==> src/rtl/afmu_pkg.sv <==
`timescale 1ns / 1ps

package afmu_pkg;

  localparam int NUM_CHARS     = 256;
  localparam int COUNT_BITS    = 16;
  localparam int NSYM          = NUM_CHARS + 1;
  localparam int ADDR_W        = $clog2(NUM_CHARS + 2);
  localparam int SYM_W         = 9;
  localparam int CHAR_W        = 8;
  localparam int TOTAL_W       = 16;
  localparam int MAX_TOTAL_RST = 16383;
  localparam int TOTAL_RST     = NSYM;

  typedef logic [ADDR_W-1:0]     addr_t;
  typedef logic [COUNT_BITS-1:0] count_t;
  typedef logic [CHAR_W-1:0]     char_t;
  typedef logic [TOTAL_W-1:0]    total_t;

  typedef enum logic [3:0] {
    ST_CLEAR,
    ST_IDLE,
    ST_RESC,
    ST_RESC_END,
    ST_RD_CNT,
    ST_RD_PREV,
    ST_SEARCH,
    ST_RD_CH,
    ST_RD_LOW,
    ST_SWAP_A,
    ST_SWAP_B,
    ST_DONE
  } state_t;

  typedef enum logic [3:0] {
    OP_NONE,
    OP_CLEAR,
    OP_LOAD,
    OP_RESC,
    OP_RESC_END,
    OP_RD_CNT,
    OP_RD_PREV,
    OP_SEARCH,
    OP_RD_CH,
    OP_RD_LOW,
    OP_SWAP_A,
    OP_SWAP_B,
    OP_EMIT
  } op_t;

  typedef struct packed {
    op_t op;
  } cmd_t;

  typedef struct packed {
    logic sym_bad;
    logic need_resc;
    logic addr_last;
    logic search_go;
    logic swap;
    logic out_free;
  } sts_t;

endpackage

==> src/rtl/afmu_ctrl.sv <==
`timescale 1ns / 1ps

module afmu_ctrl
  import afmu_pkg::*;
(
  input  logic clk,
  input  logic rst_n,
  input  logic in_valid,
  output logic in_stall,
  input  sts_t sts,
  output cmd_t cmd
);

  state_t state_r;
  state_t state_nxt;

  always_ff @(posedge clk) begin
    if (!rst_n) begin
      state_r <= ST_CLEAR;
    end else begin
      state_r <= state_nxt;
    end
  end

  always_comb begin
    state_nxt = state_r;
    case (state_r)
      ST_CLEAR: begin
        if (sts.addr_last) state_nxt = ST_IDLE;
      end
      ST_IDLE: begin
        if (in_valid) begin
          if (sts.sym_bad)        state_nxt = ST_DONE;
          else if (sts.need_resc) state_nxt = ST_RESC;
          else                    state_nxt = ST_RD_CNT;
        end
      end
      ST_RESC: begin
        if (sts.addr_last) state_nxt = ST_RESC_END;
      end
      ST_RESC_END: state_nxt = ST_RD_CNT;
      ST_RD_CNT:   state_nxt = ST_RD_PREV;
      ST_RD_PREV:  state_nxt = ST_SEARCH;
      ST_SEARCH: begin
        if (!sts.search_go) state_nxt = ST_RD_CH;
      end
      ST_RD_CH:  state_nxt = ST_RD_LOW;
      ST_RD_LOW: state_nxt = sts.swap ? ST_SWAP_A : ST_DONE;
      ST_SWAP_A: state_nxt = ST_SWAP_B;
      ST_SWAP_B: state_nxt = ST_DONE;
      ST_DONE: begin
        if (sts.out_free) state_nxt = ST_IDLE;
      end
      default: state_nxt = ST_CLEAR;
    endcase
  end

  always_comb begin
    cmd.op   = OP_NONE;
    in_stall = 1'b1;
    case (state_r)
      ST_CLEAR:    cmd.op = OP_CLEAR;
      ST_IDLE: begin
        in_stall = 1'b0;
        if (in_valid) cmd.op = OP_LOAD;
      end
      ST_RESC:     cmd.op = OP_RESC;
      ST_RESC_END: cmd.op = OP_RESC_END;
      ST_RD_CNT:   cmd.op = OP_RD_CNT;
      ST_RD_PREV:  cmd.op = OP_RD_PREV;
      ST_SEARCH:   cmd.op = OP_SEARCH;
      ST_RD_CH:    cmd.op = OP_RD_CH;
      ST_RD_LOW:   cmd.op = OP_RD_LOW;
      ST_SWAP_A:   cmd.op = OP_SWAP_A;
      ST_SWAP_B:   cmd.op = OP_SWAP_B;
      ST_DONE: begin
        if (sts.out_free) cmd.op = OP_EMIT;
      end
      default:     cmd.op = OP_NONE;
    endcase
  end

endmodule

==> config.mk <==
export PLATFORM = sky130hd
export DESIGN_NAME = afmu_ctrl
export DESIGN_NICKNAME = d
export VERILOG_FILES = /design/src/rtl/afmu_pkg.sv /design/src/rtl/afmu_ctrl.sv
export SDC_FILE = /design/constraint.sdc
export NUM_CORES = 1
export LEC_CHECK = 0
export BUFFER_PORTS_ARGS = -buffer_cell sky130_fd_sc_hd__buf_2
export CORE_AREA = 2 2 39 41
export DETAILED_ROUTE_END_ITERATION = 10
export DIE_AREA = 0 0 41 43
export PLACE_DENSITY_LB_ADDON = 0.3
export SYNTH_ARGS = -nofsm -noshare
export SYNTH_HDL_FRONTEND = slang
export SYNTH_SLANG_ARGS = --single-unit
export TNS_END_PERCENT = 30
==> constraint.sdc <==
create_clock -name clk -period 1.4 [get_ports clk]
set_input_delay 0.28 -clock clk [delete_from_list [all_inputs] [get_ports clk]]
set_output_delay 0.28 -clock clk [all_outputs]
set_load 0.01 [all_outputs]
==> flow_summary.json <==
{
  "outcome": "finished clean",
  "synth_seq_cells": 4,
  "fin_skew_ns": 0.002850,
  "hold_end": "state_r[3]$_SDFFE_PN0P_",
  "antenna_found_initial": 0,
  "max_freq_mhz": 715.7,
  "core_mm2": 0.001384,
  "hold_buffers": 0,
  "biggestRegsByFlops": "state_r x4",
  "synth.distinct_cells": 30,
  "crit_type": "reg -> out",
  "hp-class": "in -> reg",
  "yosysWarnings": 0,
  "grt_pass1_wl_um": 1731,
  "crit_path_max_fanout": 6,
  "diodes": 0,
  "r2r-start": "state_r[2]$_SDFFE_PN0P_",
  "initial_core_util_pct": 28.12,
  "synth.net_count": 63,
  "drt-pass1-iter-count": 4,
  "regToRegEndpoint": "state_r[1]$_SDFFE_PN0P_",
  "largest_reg_flops": 4,
  "dieWidth_um": 41,
  "holdPathStages": 2,
  "final_nets": 90,
  "finalCriticalPeriod_ns": 1.397,
  "fin_worst_hold_slack_ns": 0.3119,
  "top_register": "state_r",
  "grt_pass1_vias": 446,
  "fp.dieArea_mm2": 0.001763,
  "cp-end-kind": "output pin",
  "cts_root_buffer": "clkbuf_4",
  "dp_hpwl_um": 771.9,
  "netlist.area_leader.share_pct": 20.58,
  "grt_start_max_net_pins": 9,
  "numCtsBuffers": 3,
  "final_antenna_net_count": 0,
  "cts_tree": "done",
  "startpoint_type": "flop",
  "fin_crit_sh_pct": 99.81,
  "utilization_pct": 45.12,
  "gp_congestion": 0.7673,
  "drv_slew": 0,
  "setup_viol_count_final": 0,
  "cts_sinks": 4,
  "numPortBuffers": 13,
  "peakVddDrop_mv": 0.4168,
  "syn_area_um2": 389.1,
  "syn_inst": 54,
  "cp.arrival_ns": 1.12,
  "p_leak_nw": 0.2665,
  "maxCapViolations": 0,
  "ios": 14,
  "hold_viol": 0,
  "r2r_setup_slack_ns": 0.04,
  "overflow": 0,
  "route.detailed.drc": 0,
  "netlist_top_cells_area": "dfxtp_1 (21%), o21ai_0 (5.1%), nand2_1 (4.8%), buf_2 (3.9%), nor3_1 (3.9%)",
  "worst_pin_slew_ns": 0.2652,
  "clk_pin_slew_ns": 0.04,
  "fill_cells": 143,
  "num_vias": 518,
  "insertion_delay_ns": 0.23,
  "yosysTopAreaCell": "dfxtp_1",
  "critPathRequiredTime_ns": 1.12,
  "num_rows": 14,
  "clockBufferDepth": 2,
  "p_per_area_mw_per_mm2": 1383,
  "track_usage_pct": 14.16,
  "seq_area_frac_synth_pct": 20.58,
  "cts_max_level": 1,
  "vias_per_cell": 5.453,
  "slew_headroom_pct": 82.21,
  "hp-start": "rst_n",
  "drtIter0Drc": 12,
  "wl_per_cell_um": 12.82,
  "syn_avg_cell_area_um2": 7.206,
  "worstRegToRegCells": 6,
  "rsz0062_at_grt": "yes",
  "post_route_cells_drive_above_1_share_pct": 55.70,
  "dieHeight_um": 43,
  "areaGrowthSynthToFinish_pct": 60.45,
  "drt-total-wl_um": 1218
}
[cells in the final DEF, fill, tap and decap left out, types with 2 or more instances in the layout]
cell,count
o21ai_1,4
o21ai_0,2
buf_4,12
nand2_1,4
a21oi_1,2
buf_6,2
buf_2,12
clkbuf_4,3
o21a_1,2
nand3b_1,2
nor3_2,2
a31oi_1,2
nor4_1,2
nand4_1,2
dfxtp_4,4
nor2_1,2
[power by group]
part	switching (W)	internal, W
combinational	0.000245	0.000270
sequential	0.0000544	0.000155
clock	0.0000429	0.0000956
[worst max-delay path, stage by stage (launching register included)]
cell and delay (ns):
dfxtp_4 0.37, nand2_2 0.10, o21ai_0 0.20, o21ai_1 0.08
buf_2 0.14
[cell usage after synthesis (all sizes together)]
library cell,count
a41oi,1
a31oi,2
o211ai,1
a22oi,1
o21ai,6
nor2,4
o31ai,1
nor2b,1
o21a,2
nand4,2
a21boi,1
nor4b,1
dfxtp,4
nor3,3
or3b,1
o21bai,1
mux2i,1
a21oi,2
nand2,5
a31o,1
and2,1
nand3b,2
nor4,2
buf,4
inv,2
and3b,2
[per-layer routing]
layer	vias up	routed length (µm)	global-route usage, %
met5	-	0	0
met4	0	0	4.000
met3	0	59	3.141
met2	20	616	24.69
met1	239	543	16.08
li1	259	-	-
[worst max path at each step]
stage | end | from | slack (ns)
4_1_cts | cmd[2] | state_r[3]$_SDFFE_PN0P_ | 0.002
3_5_place_dp | cmd[1] | state_r[2]$_SDFFE_PN0P_ | 0.03
6_report | cmd[3] | state_r[1]$_SDFFE_PN0P_ | 0.003
2_1_floorplan | cmd[2] | state_r[3]$_SDFFE_PN0P_ | 0.13
5_1_grt | cmd[3] | state_r[3]$_SDFFE_PN0P_ | -0.05
3_3_place_gp | cmd[2] | state_r[1]$_SDFFE_PN0P_ | 0.03
[logic make-up after synthesis]
group | synth area share, %
DFF | 20.58
and+or+nand+nor | 37.62
muxes | 2.572
buffers and inverters | 7.715
AOI/OAI and AO/OA | 31.51
[area by class of cell]
cell class              instances  area (µm²)  share of cell area [%]
well taps                      16       20.02                   3.206
repair buffers                 26       172.7                   27.66
flip-flops and latches          4       95.09                   15.23
inverters                       2       7.507                   1.202
multi-input cells              44       306.5                   49.10
clock buffers                   3       22.52                   3.607
[through the flow]
| stage | area [µm²] | std cells | TNS, ns | setup slack (ns) | power [W] |
|---|---|---|---|---|---|
| 2_1_floorplan | 389.1 | 54 | 0 | 0.1314 | 0.0004558 |
| 3_3_place_gp | 496.7 | 85 | 0 | 0.03407 | 0.0005892 |
| 3_5_place_dp | 496.7 | 85 | 0 | 0.02997 | 0.0005830 |
| 4_1_cts | 604.3 | 94 | 0 | 0.002165 | 0.0008401 |
| 5_1_grt | 624.3 | 95 | -0.1631 | -0.04603 | 0.0009199 |
| 6_report | 624.3 | 95 | 0 | 0.002684 | 0.0008632 |
[repair_timing]
action,CTS,global route
pin swaps,2,1
buffers inserted,6,1
gates resized for setup,15,4
setup endpoints to repair,4,5
Note: power is estimated with default switching activity, not from simulation.
